$ cat src/rtl/core/bbs_pkg.sv
`timescale 1ns / 1ps
// Shared types and constants for the bouncing ball step block.
// No dependencies; imported by every module of the block.
package bbs_pkg;

   localparam int DATA_W    = 32;   // external word fields
   localparam int RADIUS_W  = 31;
   localparam int FACTOR_W  = 17;   // unsigned Q1.16 factors, 1.0 included
   localparam int TSTEP_W   = 16;
   localparam int CMD_W     = 2;
   localparam int CSR_IDX_W = 3;
   localparam int PC_W      = 5;

   // command codes
   localparam logic [CMD_W-1:0] CMD_RESET  = 2'd0;
   localparam logic [CMD_W-1:0] CMD_LAUNCH = 2'd1;
   localparam logic [CMD_W-1:0] CMD_STEP   = 2'd2;

   // register indexes
   localparam logic [CSR_IDX_W-1:0] CSR_RADIUS   = 3'd0;
   localparam logic [CSR_IDX_W-1:0] CSR_LEFT     = 3'd1;
   localparam logic [CSR_IDX_W-1:0] CSR_RIGHT    = 3'd2;
   localparam logic [CSR_IDX_W-1:0] CSR_GROUND   = 3'd3;
   localparam logic [CSR_IDX_W-1:0] CSR_CEILING  = 3'd4;
   localparam logic [CSR_IDX_W-1:0] CSR_GRAVITY  = 3'd5;
   localparam logic [CSR_IDX_W-1:0] CSR_RESTIT   = 3'd6;
   localparam logic [CSR_IDX_W-1:0] CSR_FRICTION = 3'd7;

   typedef struct packed {
      logic [CMD_W-1:0]          command;
      logic signed [DATA_W-1:0]  force_x;
      logic signed [DATA_W-1:0]  force_y;
      logic [TSTEP_W-1:0]        timestep;
   } req_payload_type;

   typedef struct packed {
      logic signed [DATA_W-1:0] pos_x;
      logic signed [DATA_W-1:0] pos_y;
      logic signed [DATA_W-1:0] vel_x;
      logic signed [DATA_W-1:0] vel_y;
      logic                     on_ground;
   } rsp_payload_type;

   // multiplier operand and factor selects
   typedef enum logic [2:0] {
      SRC_VX, SRC_VY, SRC_NVX, SRC_NVY, SRC_GY
   } mul_src_type;

   typedef enum logic [1:0] {
      FAC_DT, FAC_REST, FAC_FRIC
   } mul_fac_type;

   // state write-back operations
   typedef enum logic [3:0] {
      WB_NONE, WB_RESET, WB_LAUNCH, WB_PX_ADD, WB_PY_ADD, WB_PY_CLAMP,
      WB_PX_CLAMP, WB_VX_PROD, WB_VY_PROD, WB_VY_ADD
   } wb_op_type;

   typedef enum logic [1:0] {
      COND_ALWAYS, COND_HIT_Y, COND_HIT_X, COND_REST
   } cond_type;

   typedef struct packed {
      logic        mul_en;
      mul_src_type mul_a;
      mul_fac_type mul_f;
      wb_op_type   wb;
   } exec_type;

   typedef struct packed {
      cond_type         cond;
      logic [PC_W-1:0]  target;
      logic             last;
      exec_type         op;
   } ctl_word_type;

endpackage

$ cat src/rtl/core/bbs_mul.sv
`timescale 1ns / 1ps
// Shared fixed-point multiplier: signed operand times Q1.16 factor,
// truncated toward zero, registered. Depends on bbs_pkg.
module bbs_mul
   import bbs_pkg::*;
#(
   parameter int OP_W      = 33,
   parameter int FRAC_BITS = 16
) (
   input  logic                              clock,
   input  logic                              enable,
   input  logic signed [OP_W-1:0]            op_a,
   input  logic [FACTOR_W-1:0]               factor,
   output logic signed [OP_W+FACTOR_W:0]     prod
);

   localparam int MW = OP_W + FACTOR_W;
   localparam int PW = MW + 1;

   logic                  neg;
   logic [OP_W-1:0]       mag;
   logic [MW-1:0]         mag_prod;
   logic [MW-1:0]         scaled;
   logic signed [PW-1:0]  pos_val;
   logic signed [PW-1:0]  prod_ff;
   logic signed [PW-1:0]  prod_in;

   // multiply the magnitude so the shift truncates toward zero
   always_comb begin
      neg      = op_a[OP_W-1];
      mag      = neg ? unsigned'(-op_a) : unsigned'(op_a);
      mag_prod = MW'(mag) * MW'(factor);
      scaled   = mag_prod >> FRAC_BITS;
      pos_val  = $signed({1'b0, scaled});
      prod_in  = neg ? -pos_val : pos_val;
   end

   // hold the product until the next multiply
   always_ff @(posedge clock) begin
      if (enable) begin
         prod_ff <= prod_in;
      end
   end

   assign prod = prod_ff;

endmodule

$ cat src/rtl/core/bbs_datapath.sv
`timescale 1ns / 1ps
// Ball state, configuration registers, wide adders, clamps and hit tests.
// Driven by the control word from bbs_sequencer; depends on bbs_pkg.
module bbs_datapath
   import bbs_pkg::*;
#(
   parameter int WORD_WIDTH = 32,
   parameter int OP_W       = 33
) (
   input  logic                              clock,
   input  logic                              reset,
   input  logic                              req_accept,
   input  req_payload_type                   req_payload,
   input  logic                              csr_write,
   input  logic [CSR_IDX_W-1:0]              csr_index,
   input  logic [DATA_W-1:0]                 csr_data,
   input  exec_type                          exec,
   input  logic signed [OP_W+FACTOR_W:0]     prod,
   output logic signed [OP_W-1:0]            mul_a,
   output logic [FACTOR_W-1:0]               mul_f,
   output logic                              hit_y,
   output logic                              hit_x,
   output logic                              resting,
   output rsp_payload_type                   view
);

   localparam int PW = OP_W + FACTOR_W + 1;
   localparam int XW = PW + 2;
   localparam logic signed [XW-1:0] SAT_HI =
      {{(XW-WORD_WIDTH+1){1'b0}}, {(WORD_WIDTH-1){1'b1}}};
   localparam logic signed [XW-1:0] SAT_LO = ~SAT_HI;

   logic signed [WORD_WIDTH-1:0] px_ff, py_ff, vx_ff, vy_ff;
   logic signed [WORD_WIDTH-1:0] px_in, py_in, vx_in, vy_in;

   logic [RADIUS_W-1:0]      radius_ff;
   logic signed [DATA_W-1:0] left_ff, right_ff, ground_ff, ceil_ff, grav_ff;
   logic [FACTOR_W-1:0]      rest_ff, fric_ff;

   logic signed [DATA_W-1:0] fx_ff, fy_ff;
   logic [TSTEP_W-1:0]       dt_ff;

   logic signed [XW-1:0] w_r, w_lw, w_rw, w_gl, w_cl;
   logic signed [XW-1:0] w_px, w_py, w_vx, w_vy, w_prod;
   logic signed [XW-1:0] w_fx, w_fy, fx_adj, fy_adj, w_hx, w_hy;
   logic                 ground_hit, ceil_hit, left_hit, right_hit;

   function automatic logic signed [WORD_WIDTH-1:0] sat_w(input logic signed [XW-1:0] v);
      logic signed [WORD_WIDTH-1:0] r;
      if (v > SAT_HI) begin
         r = SAT_HI[WORD_WIDTH-1:0];
      end else if (v < SAT_LO) begin
         r = SAT_LO[WORD_WIDTH-1:0];
      end else begin
         r = v[WORD_WIDTH-1:0];
      end
      return r;
   endfunction

   // widen every operand so sums and compares are exact
   always_comb begin
      w_r    = XW'(radius_ff);
      w_lw   = XW'(left_ff);
      w_rw   = XW'(right_ff);
      w_gl   = XW'(ground_ff);
      w_cl   = XW'(ceil_ff);
      w_px   = XW'(px_ff);
      w_py   = XW'(py_ff);
      w_vx   = XW'(vx_ff);
      w_vy   = XW'(vy_ff);
      w_prod = XW'(prod);
      w_fx   = XW'(fx_ff);
      w_fy   = XW'(fy_ff);
   end

   // halve the launch force, rounding toward zero
   always_comb begin
      fx_adj = w_fx + $signed({{(XW-1){1'b0}}, w_fx[XW-1]});
      fy_adj = w_fy + $signed({{(XW-1){1'b0}}, w_fy[XW-1]});
      w_hx   = fx_adj >>> 1;
      w_hy   = fy_adj >>> 1;
   end

   // wall and floor tests; ground wins over ceiling, left over right
   always_comb begin
      ground_hit = (w_py - w_r < w_gl) && vy_ff[WORD_WIDTH-1];
      ceil_hit   = (w_py + w_r > w_cl) && !vy_ff[WORD_WIDTH-1] && (|vy_ff);
      left_hit   = (w_px - w_r < w_lw) && vx_ff[WORD_WIDTH-1];
      right_hit  = (w_px + w_r > w_rw) && !vx_ff[WORD_WIDTH-1] && (|vx_ff);
      hit_y      = ground_hit || ceil_hit;
      hit_x      = left_hit || right_hit;
      resting    = (w_py == w_r + w_gl);
   end

   // select the multiplier operands
   always_comb begin
      unique case (exec.mul_a)
         SRC_VX:  mul_a = OP_W'(vx_ff);
         SRC_VY:  mul_a = OP_W'(vy_ff);
         SRC_NVX: mul_a = -OP_W'(vx_ff);
         SRC_NVY: mul_a = -OP_W'(vy_ff);
         SRC_GY:  mul_a = OP_W'(grav_ff);
         default: mul_a = '0;
      endcase
      unique case (exec.mul_f)
         FAC_DT:   mul_f = FACTOR_W'(dt_ff);
         FAC_REST: mul_f = rest_ff;
         FAC_FRIC: mul_f = fric_ff;
         default:  mul_f = '0;
      endcase
   end

   // state write-back
   always_comb begin
      px_in = px_ff;
      py_in = py_ff;
      vx_in = vx_ff;
      vy_in = vy_ff;
      unique case (exec.wb)
         WB_NONE: begin
         end
         WB_RESET: begin
            px_in = sat_w(w_r + w_lw);
            py_in = sat_w(w_r);
            vx_in = '0;
            vy_in = '0;
         end
         WB_LAUNCH: begin
            vx_in = sat_w(w_vx + w_hx);
            vy_in = sat_w(w_vy + w_hy);
         end
         WB_PX_ADD:   px_in = sat_w(w_px + w_prod);
         WB_PY_ADD:   py_in = sat_w(w_py + w_prod);
         WB_PY_CLAMP: py_in = ground_hit ? sat_w(w_r + w_gl) : sat_w(w_cl - w_r);
         WB_PX_CLAMP: px_in = left_hit ? sat_w(w_lw + w_r) : sat_w(w_rw - w_r);
         WB_VX_PROD:  vx_in = sat_w(w_prod);
         WB_VY_PROD:  vy_in = sat_w(w_prod);
         WB_VY_ADD:   vy_in = sat_w(w_vy + w_prod);
         default: begin
         end
      endcase
   end

   // ball state and configuration registers
   always_ff @(posedge clock) begin
      if (reset) begin
         px_ff     <= '0;
         py_ff     <= '0;
         vx_ff     <= '0;
         vy_ff     <= '0;
         radius_ff <= RADIUS_W'(65536);
         left_ff   <= '0;
         right_ff  <= DATA_W'(65536000);
         ground_ff <= '0;
         ceil_ff   <= DATA_W'(65536000);
         grav_ff   <= -DATA_W'(642253);
         rest_ff   <= FACTOR_W'(45875);
         fric_ff   <= FACTOR_W'(32768);
      end else begin
         px_ff <= px_in;
         py_ff <= py_in;
         vx_ff <= vx_in;
         vy_ff <= vy_in;
         if (csr_write) begin
            unique case (csr_index)
               CSR_RADIUS:   radius_ff <= csr_data[RADIUS_W-1:0];
               CSR_LEFT:     left_ff   <= csr_data;
               CSR_RIGHT:    right_ff  <= csr_data;
               CSR_GROUND:   ground_ff <= csr_data;
               CSR_CEILING:  ceil_ff   <= csr_data;
               CSR_GRAVITY:  grav_ff   <= csr_data;
               CSR_RESTIT:   rest_ff   <= csr_data[FACTOR_W-1:0];
               CSR_FRICTION: fric_ff   <= csr_data[FACTOR_W-1:0];
               default: begin
               end
            endcase
         end
      end
   end

   // latch the operands of an accepted item
   always_ff @(posedge clock) begin
      if (req_accept) begin
         fx_ff <= req_payload.force_x;
         fy_ff <= req_payload.force_y;
         dt_ff <= req_payload.timestep;
      end
   end

   // current state as a result item
   always_comb begin
      view.pos_x     = DATA_W'(px_ff);
      view.pos_y     = DATA_W'(py_ff);
      view.vel_x     = DATA_W'(vx_ff);
      view.vel_y     = DATA_W'(vy_ff);
      view.on_ground = resting;
   end

endmodule

$ cat src/rtl/core/bbs_sequencer.sv
`timescale 1ns / 1ps
// Microcode sequencer for the datapath, depends on bbs_pkg: program ROM,
// step counter, conditional jumps; one control word a cycle unless held.
module bbs_sequencer
   import bbs_pkg::*;
(
   input  logic              clock,
   input  logic              reset,
   input  logic              req_valid,
   output logic              req_ready,
   input  logic [CMD_W-1:0]  req_command,
   input  logic              hit_y,
   input  logic              hit_x,
   input  logic              resting,
   input  logic              rsp_free,
   output exec_type          exec,
   output logic              publish
);

   // program entry points and jump targets
   localparam logic [PC_W-1:0] PC_RESET    = 5'd0;
   localparam logic [PC_W-1:0] PC_LAUNCH   = 5'd2;
   localparam logic [PC_W-1:0] PC_NOP_CMD  = 5'd4;
   localparam logic [PC_W-1:0] PC_STEP     = 5'd5;
   localparam logic [PC_W-1:0] PC_BOUNCE_X = 5'd10;
   localparam logic [PC_W-1:0] PC_FRICTION = 5'd12;
   localparam logic [PC_W-1:0] PC_GRAVITY  = 5'd14;

   localparam exec_type IDLE_OP = '{mul_en: 1'b0, mul_a: SRC_VX, mul_f: FAC_DT,
                                    wb: WB_NONE};

   typedef enum logic {
      S_IDLE, S_RUN
   } state_type;

   state_type       state_ff, state_in;
   logic [PC_W-1:0] pc_ff, pc_in;
   ctl_word_type    word;
   logic            cond_true;

   function automatic ctl_word_type rom_word(input logic [PC_W-1:0] addr);
      ctl_word_type w;
      w = '{cond: COND_ALWAYS, target: '0, last: 1'b0, op: IDLE_OP};
      unique case (addr)
         5'd0:  w.op.wb = WB_RESET;
         5'd1:  w.last  = 1'b1;
         5'd2:  w.op.wb = WB_LAUNCH;
         5'd3:  w.last  = 1'b1;
         5'd4:  w.last  = 1'b1;
         5'd5:  w.op = '{mul_en: 1'b1, mul_a: SRC_VX, mul_f: FAC_DT, wb: WB_NONE};
         5'd6:  w.op = '{mul_en: 1'b1, mul_a: SRC_VY, mul_f: FAC_DT, wb: WB_PX_ADD};
         5'd7:  w.op.wb = WB_PY_ADD;
         5'd8: begin
            w.cond   = COND_HIT_Y;
            w.target = PC_BOUNCE_X;
            w.op = '{mul_en: 1'b1, mul_a: SRC_NVY, mul_f: FAC_REST, wb: WB_PY_CLAMP};
         end
         5'd9:  w.op.wb = WB_VY_PROD;
         5'd10: begin
            w.cond   = COND_HIT_X;
            w.target = PC_FRICTION;
            w.op = '{mul_en: 1'b1, mul_a: SRC_NVX, mul_f: FAC_REST, wb: WB_PX_CLAMP};
         end
         5'd11: w.op.wb = WB_VX_PROD;
         5'd12: begin
            w.cond   = COND_REST;
            w.target = PC_GRAVITY;
            w.op = '{mul_en: 1'b1, mul_a: SRC_VX, mul_f: FAC_FRIC, wb: WB_NONE};
         end
         5'd13: w.op.wb = WB_VX_PROD;
         5'd14: w.op = '{mul_en: 1'b1, mul_a: SRC_GY, mul_f: FAC_DT, wb: WB_NONE};
         5'd15: w.op.wb = WB_VY_ADD;
         default: w.last = 1'b1;
      endcase
      return w;
   endfunction

   function automatic logic [PC_W-1:0] entry_pc(input logic [CMD_W-1:0] cmd);
      logic [PC_W-1:0] p;
      unique case (cmd)
         CMD_RESET:  p = PC_RESET;
         CMD_LAUNCH: p = PC_LAUNCH;
         CMD_STEP:   p = PC_STEP;
         default:    p = PC_NOP_CMD;
      endcase
      return p;
   endfunction

   assign word = rom_word(pc_ff);

   // evaluate the jump condition of the current word
   always_comb begin
      unique case (word.cond)
         COND_ALWAYS: cond_true = 1'b1;
         COND_HIT_Y:  cond_true = hit_y;
         COND_HIT_X:  cond_true = hit_x;
         COND_REST:   cond_true = resting;
         default:     cond_true = 1'b1;
      endcase
   end

   // advance the program; hold on the final word until the output is free
   always_comb begin
      state_in  = state_ff;
      pc_in     = pc_ff;
      exec      = IDLE_OP;
      publish   = 1'b0;
      req_ready = (state_ff == S_IDLE);
      unique case (state_ff)
         S_IDLE: begin
            if (req_valid) begin
               pc_in    = entry_pc(req_command);
               state_in = S_RUN;
            end
         end
         S_RUN: begin
            if (word.last) begin
               if (rsp_free) begin
                  publish  = 1'b1;
                  state_in = S_IDLE;
               end
            end else if (cond_true) begin
               exec  = word.op;
               pc_in = pc_ff + PC_W'(1);
            end else begin
               pc_in = word.target;
            end
         end
         default: state_in = S_IDLE;
      endcase
   end

   always_ff @(posedge clock) begin
      if (reset) begin
         state_ff <= S_IDLE;
         pc_ff    <= PC_RESET;
      end else begin
         state_ff <= state_in;
         pc_ff    <= pc_in;
      end
   end

endmodule

$ cat src/rtl/core/bouncing_ball_step.sv
`timescale 1ns / 1ps
// Bouncing ball step: one item is in work at a time. Reset, launch and an
// unused command run straight-line microcode; a time step runs the hit tests,
// and their jumps decide its length. The sequencer returns to idle as the
// result is loaded, so the next item can be taken while the result is offered.
// Step time is set by the microprogram length and the single shared multiplier.
// Synchronous reset clears the ball state, loads register defaults, drops work.
module bouncing_ball_step
   import bbs_pkg::*;
#(
   parameter int WORD_WIDTH = 32,
   parameter int FRAC_BITS  = 16
) (
   input  logic                   clock,
   input  logic                   reset,
   input  logic                   req_valid,
   output logic                   req_ready,
   input  req_payload_type        req_payload,
   output logic                   rsp_valid,
   input  logic                   rsp_ready,
   output rsp_payload_type        rsp_payload,
   input  logic                   csr_valid,
   output logic                   csr_ready,
   input  logic [CSR_IDX_W-1:0]   csr_index,
   input  logic [DATA_W-1:0]      csr_data
);

   localparam int OP_W = (WORD_WIDTH + 1 > DATA_W) ? WORD_WIDTH + 1 : DATA_W;
   localparam int PW   = OP_W + FACTOR_W + 1;

   exec_type              exec;
   logic                  publish;
   logic                  rsp_free;
   logic                  hit_y, hit_x, resting;
   logic signed [OP_W-1:0] mul_a;
   logic [FACTOR_W-1:0]   mul_f;
   logic signed [PW-1:0]  prod;
   rsp_payload_type       view;
   logic                  rsp_valid_ff;
   rsp_payload_type       rsp_payload_ff;

   assign csr_ready = 1'b1;
   assign rsp_free  = !rsp_valid_ff || rsp_ready;

   bbs_sequencer u_seq (
      .clock       (clock),
      .reset       (reset),
      .req_valid   (req_valid),
      .req_ready   (req_ready),
      .req_command (req_payload.command),
      .hit_y       (hit_y),
      .hit_x       (hit_x),
      .resting     (resting),
      .rsp_free    (rsp_free),
      .exec        (exec),
      .publish     (publish)
   );

   bbs_datapath #(
      .WORD_WIDTH (WORD_WIDTH),
      .OP_W       (OP_W)
   ) u_dp (
      .clock       (clock),
      .reset       (reset),
      .req_accept  (req_valid && req_ready),
      .req_payload (req_payload),
      .csr_write   (csr_valid && csr_ready),
      .csr_index   (csr_index),
      .csr_data    (csr_data),
      .exec        (exec),
      .prod        (prod),
      .mul_a       (mul_a),
      .mul_f       (mul_f),
      .hit_y       (hit_y),
      .hit_x       (hit_x),
      .resting     (resting),
      .view        (view)
   );

   bbs_mul #(
      .OP_W      (OP_W),
      .FRAC_BITS (FRAC_BITS)
   ) u_mul (
      .clock  (clock),
      .enable (exec.mul_en),
      .op_a   (mul_a),
      .factor (mul_f),
      .prod   (prod)
   );

   // output register: load on publish, drop once taken
   always_ff @(posedge clock) begin
      if (reset) begin
         rsp_valid_ff <= 1'b0;
      end else if (publish) begin
         rsp_valid_ff <= 1'b1;
      end else if (rsp_ready) begin
         rsp_valid_ff <= 1'b0;
      end
   end

   always_ff @(posedge clock) begin
      if (publish) begin
         rsp_payload_ff <= view;
      end
   end

   assign rsp_valid   = rsp_valid_ff;
   assign rsp_payload = rsp_payload_ff;

endmodule

$ cat config.mk
export PLATFORM = sky130hd
export DESIGN_NAME = bouncing_ball_step
export DESIGN_NICKNAME = d
export VERILOG_FILES = /design/src/rtl/core/bbs_pkg.sv /design/src/rtl/core/bbs_mul.sv /design/src/rtl/core/bbs_datapath.sv /design/src/rtl/core/bbs_sequencer.sv /design/src/rtl/core/bouncing_ball_step.sv
export SDC_FILE = /design/constraint.sdc
export NUM_CORES = 2
export LEC_CHECK = 0
export BUFFER_PORTS_ARGS = -buffer_cell sky130_fd_sc_hd__buf_2
export CAP_MARGIN = 20
export CORE_MARGIN = 4
export CORE_UTILIZATION = 35
export CTS_CLUSTER_DIAMETER = 30
export CTS_CLUSTER_SIZE = 12
export DETAILED_ROUTE_END_ITERATION = 10
export HOLD_SLACK_MARGIN = 0.05
export PLACE_DENSITY = 0.5
export SETUP_SLACK_MARGIN = 0.5
export SYNTH_ARGS = -nofsm -noshare
export SYNTH_HDL_FRONTEND = slang
export SYNTH_SLANG_ARGS = --single-unit
export TNS_END_PERCENT = 1
$ cat constraint.sdc
create_clock -name clock -period 55 [get_ports clock]
set_input_delay 16.5 -clock clock [delete_from_list [all_inputs] [get_ports clock]]
set_output_delay 16.5 -clock clock [all_outputs]
set_load 0.03 [all_outputs]
# Word-level counts from Yosys, hierarchy flattened

Index checks and enable logic that the tools add are counted.

Register bits after elaboration: 620
Word-level logic and storage cells: 205

Add/subtract/negate cells: 20
$mul: 1
Magnitude comparators: 26
Equality and inequality tests: 42
Muxes and demuxes: 53
Bitwise logic cells: 1
Reduce and logical (&&, ||, !) cells: 37

Operator list:

| operator             | number |
|---|---|
| $mux 32              | 24 |
| $gt 53x32->1 const B | 8 |
| $lt 53x32->1 const B | 8 |
| $pmux 32 s3          | 3 |
| $add 32x32->33       | 6 |
| $pmux 33 s5          | 1 |
| $add 32x51->52       | 3 |
| $sub 32x32->33       | 4 |
| $pmux 32 s4          | 1 |
| $add 32x2->33        | 2 |
| $gt 33x32->1         | 2 |
| $lt 33x32->1         | 2 |
| $neg 32->33          | 2 |
| $reduce_or 32->1     | 2 |
| $gt 51x32->1 const B | 1 |
| $lt 51x32->1 const B | 1 |
| $neg 34->51          | 1 |
| $pmux 17 s3          | 1 |
| $mul 33x17->50       | 1 |
| $eq 5x4->1 const B   | 8 |
| $pmux 4 s9           | 1 |
| $pmux 6 s6           | 1 |
| $mux 34              | 1 |
| $eq 32x33->1         | 1 |
| other kinds (40)     | 95 |

# Depth between registers and ports, before layout

Depth after elaboration: 16
Depth in mapped cells: 75
Gate-level depth less buffers: 71

# By module

From an unflattened synthesis, not the netlist that was laid out.

Cells, all modules: 9336
Area, all modules: 75312.2 µm²

By module, submodules not included:

| module             | instances | cells an instance | area an instance (µm²) | sequential area each (µm²) |
|---|---|---|---|---|
| bbs_datapath       | 1         | 6690              | 49511.2                | 9469.1 |
| bbs_mul            | 1         | 2405              | 21032.7                | 1531.5 |
| bouncing_ball_step | 1         | 136               | 3937.5                 | 3893.7 |
| bbs_sequencer      | 1         | 105               | 830.8                  | 120.1 |

# Worst setup path after synthesis

No wires, ideal clock.

Path type: input port to flip-flop
From: in req_valid
To: reg u_seq.pc_ff[0]
Setup time: 0.143 ns
Arrival: 21.079 ns
Data required time: 54.857 ns
Path slack: 33.778 ns
Stages on the path: 5
Path buffers: 0
Cells stage by stage: inv_1 -> nor2_1 -> nor2_1 -> a311oi_1 -> a211oi_1

Word-level cells in the longest chain between the ends: 2

Ends and longest elaborated chain:

| item                       | RTL line                 | source |
|---|---|---|
| from (decl)                | bouncing_ball_step.sv:16 | `input logic req_valid,` |
| $ne 2x2->1 (no line)       | -                        |  |
| $reduce_and 2->1 (no line) | -                        |  |
| to (signal assigned)       | bbs_sequencer.sv:139     | `pc_ff <= pc_in;` |
| to (decl)                  | bbs_sequencer.sv:37      | `logic [PC_W-1:0] pc_ff, pc_in;` |

No other way between the ends.
A chain may end at the register's enable or synchronous reset.

# Worst setup path after layout

From: reg u_dp.radius_ff[1]
To: reg u_mul.prod_ff[32], in the netlist u_mul.prod[32], data pin

Word-level cells in the longest chain between the ends: 16
Elaborated cells on any way between the ends: 37
Classes of those cells: add/sub: 7; mul: 1; order compare: 4; eq/ne: 7; mux: 8; reduce/logical: 10

Ends and longest elaborated chain:

| item                                              | RTL line                               | source |
|---|---|---|
| from (decl)                                       | bbs_datapath.sv:36                     | `logic [RADIUS_W-1:0] radius_ff;` |
| from (signal assigned)                            | bbs_datapath.sv:166                    | `CSR_RADIUS: radius_ff <= csr_data[RADIUS_W-1:0];` |
| $add 32x32->33 (on tied branches)                 | bbs_datapath.sv:89, bbs_datapath.sv:87 |  |
| $gt 33x32->1 (on tied branches)                   | bbs_datapath.sv:89, bbs_datapath.sv:87 |  |
| $logic_and 1x1->1 (on tied branches) (2 in a row) | bbs_datapath.sv:89, bbs_datapath.sv:87 |  |
| $logic_or 1x1->1 (on tied branches)               | bbs_datapath.sv:91, bbs_datapath.sv:90 |  |
| $pmux 1 s4 (*)                                    | bbs_sequencer.sv:93                    | `unique case (word.cond)` |
| $mux 10 (*)                                       | bbs_sequencer.sv:122                   | `end else if (cond_true) begin` |
| $mux 10 (*)                                       | bbs_sequencer.sv:117                   | `if (word.last) begin` |
| $mux 10 (*)                                       | bbs_sequencer.sv:109                   | `unique case (state_ff)` |
| $eq 3x3->1, or another cell as far along          | bbs_datapath.sv:97                     | `unique case (exec.mul_a)` |
| $pmux 33 s5                                       | bbs_datapath.sv:97                     |  |
| $neg 33->33                                       | bbs_mul.sv:31                          | `mag = neg ? unsigned'(-op_a) : unsigned'(op_a);` |
| $mux 33                                           | bbs_mul.sv:31                          |  |
| $mul 33x17->50                                    | bbs_mul.sv:32                          | `mag_prod = MW'(mag) * MW'(factor);` |
| $neg 34->51                                       | bbs_mul.sv:35                          | `prod_in = neg ? -pos_val : pos_val;` |
| $mux 34 (*)                                       | bbs_mul.sv:35                          |  |
| via u_mul.prod_in[32]                             | bbs_mul.sv:26                          | `logic signed [PW-1:0] prod_in;` |
| to (signal assigned)                              | bbs_mul.sv:41                          | `prod_ff <= prod_in;` |
| to (decl)                                         | bbs_mul.sv:25                          | `logic signed [PW-1:0] prod_ff;` |

Mark *: on every way through the listed nets, which the timed path passes. The rest lies on a longest branch.

==> impl_metrics.tcl <==
set metrics [dict create \
    skew_ns 0.0503 \
    fmax_mhz 48.4 \
    grt_pass1_wl_mm 430 \
    netlist_instances 8768 \
    first_pass_iters 6 \
    criticalPathCategory "flop to flop" \
    postRouteAntennaNets 0 \
    setup_viol 0 \
    syn_area_sq_um 71900 \
    boundaryPins 254 \
    cp.arrival_ns 21.22 \
    ys_ff_latch 620 \
    ys_top_cells_by_count "nand2_1 (1208), inv_1 (857), a21oi_1 (773)" \
    max_slew_margin_pct 11.4 \
    synth_cell_types 103 \
    synth_top_family_by_area "adder cells" \
    ctsHoldBuffers 0 \
    wl_mm 292 \
    required_ns 55.56 \
    final_nets 10300 \
    met2_usage_pct 42.5 \
    grt-busiest-layer "met2" \
    cts_buffers 190 \
    post-route-util_pct 40.7 \
    cts_tree "yes" \
    synth_area_per_cell_sq_um 8.21 \
    maxCapViolCount 0 \
    rsz0062_at_grt "false" \
    crit_family "compound AO/OA/AOI/OAI gates" \
    clk_latency_ns 0.82 \
    ir_worst_vdd_mv 0.0366 \
    drive_gt1_share_pct 9.42 \
    async_flop_share_pct 0 \
    drc_errors 0 \
    synth_compound_area_share_pct 20.5 \
    die_h_um 461 \
    hold_depth 2 \
    die_w_um 461 \
    worstSetupPathDepth 65 \
    end_kind "flop" \
    slowest_stage "and3_1" \
    syn_to_final_growth_pct 15.7 \
    grt_usage_pct 26.9 \
    postCtsSetupRepairBufs 0 \
    grt_overflow_total 0 \
    die-area_sq_um 213000 \
    synthSimpleGateAreaFrac_pct 18.4 \
    yosysTopAreaCell "fa_1" \
    period_share_pct 37.6 \
    avgRoutedWirePerCell_um 24.6 \
    post-dp-hpwl_mm 232 \
    clk_pin_slew_ns 0.04 \
    worst_slew_pin_slew_ns 1.33 \
    cts_root_buf "clkbuf_16" \
    critPathMaxStageDelay_ns 0.92 \
    hold_violations 0 \
    yosys.area_share.adder_pct 25.9 \
    grtUsageMet1_pct 36.6 \
    synth_ff_type "dfxtp_1" \
    synth_xor_area_share_pct 7.41 \
    rr_worst_depth 65 \
    yosysWarnings 0 \
    yosysSeqAreaShare_pct 20.9 \
    vias_per_cell 5.63 \
    clk_path_buf_depth 3 \
    num_vias 66600 \
    synth_edf_count 260 \
    row_count 166 \
    fp.coreArea_sq_um 205000 \
    synth_area_leaders "fa_1 (13%), ha_1 (13%), edfxtp_1 (11%)" \
    path_buf_inv 7 \
    period_needed_ns 20.67 \
    htree_levels 4 \
    leakagePower_nw 37.4 \
    grt_pass1_vias 66100 \
    drv_slew 0 \
    multi_input_area_sq_um 52300 \
    muxShareOfSynthArea_pct 0.169 \
    p_per_area_nw_per_um2 30.5 \
    drtIter0Drc 5850 \
    fin_tns_setup_ns 0 \
    gr-usage-met3_pct 4.48 \
    yosysTopAreaCellShare_pct 13.2 \
    hp-class "flop to flop" \
    regArea_sq_um 15000 \
    port-buffer-count 252 \
    cts_sinks 620 \
    outcome "finished clean" \
    fillers 20600 \
    grt_max_degree 160 \
    antenna_found_initial 14 \
    start_kind "flop" \
    cts_resized 0 \
    synth.most_common_cell "nand2_1" \
    start_util_pct 35.2 \
    worstPathMaxFanout 40 \
    crit_top_cell "fa_1" \
    gp_congestion 0.960 \
]
final timing paths:
path | start | end | slack, ns
setup / recovery | u_dp.radius_ff[1] | u_mul.prod[32] | 34.33
hold / removal | u_dp.fric_ff[8] | u_dp.fric_ff[8] | 0.46
setup reg to reg | u_dp.radius_ff[1] | u_mul.prod[32] | 34.33
hold reg to reg | u_dp.fric_ff[8] | u_dp.fric_ff[8] | 0.46
sequential cells by signal (all words and copies together) (netlist names), 31 cells and up:
name,count
u_dp.vx_ff,32
u_dp.py_ff,32
rsp_payload,129
u_dp.right_ff,32
u_dp.radius_ff,31
u_dp.fx_ff,32
u_mul.prod,51
u_dp.grav_ff,32
u_dp.px_ff,32
u_dp.left_ff,32
u_dp.ground_ff,32
u_dp.ceil_ff,32
u_dp.fy_ff,32
u_dp.vy_ff,32
area by class of cell:
type | instances | area share (%)
diodes | 5 | 0.0150
clock buffers | 226 | 6.26
clock inverters | 130 | 1.85
inverters | 858 | 3.87
multi-input cells | 6908 | 62.9
flip-flops and latches | 620 | 18.0
well taps | 2688 | 4.04
repair buffers | 404 | 3.06
report_power, final:
part / switching [mW] / internal, mW / leakage, nW
registers: 0.0535 / 0.518 / 5.39
clock network: 0.356 / 0.789 / 3.28
logic: 0.499 / 0.321 / 28.7
total: 0.908 / 1.63 / 37.4
layer usage:
layer,routed length (um),up-vias
li1,-,31000
met4,12300,2
met1,130000,32700
met3,20100,497
met2,130000,2401
met5,11,-
stage by stage:
stage	hold WS [ns]	worst slack (ns)	cells	cell area (sq um)	total power [mW]
CTS	0.461	34.21	11800	83100	2.55
finish	0.461	34.33	11800	83200	2.54
global placement	0.444	34.57	11500	76200	1.38
global route	0.478	33.28	11800	83200	2.67
detailed placement	0.454	34.23	11500	76400	1.39
floorplan	0.432	33.78	8784	72000	1.13
tightest hold or removal path, delay by kind of cell (launching register included):
kind	cells	cell delay, ns
flip-flops	1	0.30
AND/OR/NAND/NOR	1	0.05
AO/OA/AOI/OAI	1	0.05
placed cells by master, fill, tap and decap left out, types with 197 or more instances in the layout:
| cell type | count |
|---|---|
| nor2_1 | 516 |
| edfxtp_1 | 260 |
| dfxtp_1 | 360 |
| xor2_1 | 197 |
| o21ai_0 | 309 |
| ha_1 | 728 |
| fa_1 | 475 |
| a21oi_1 | 772 |
| inv_1 | 856 |
| and2_1 | 218 |
| nand2_1 | 1206 |
| xnor2_1 | 370 |
| buf_2 | 252 |
| a21o_1 | 223 |
kinds of logic (layout without fill, tap and decap cells):
kind of cell / Yosys count / count (layout)
simple gates: 2830 / 2830
fa+ha+maj: 1203 / 1203
flops: 620 / 620
xor+xnor: 587 / 587
mux: 12 / 12
compound gates: 2258 / 2258
other cells: 2 / 23
buf+inv: 1256 / 1618
No activity file was read; power rests on OpenSTA's default activity.
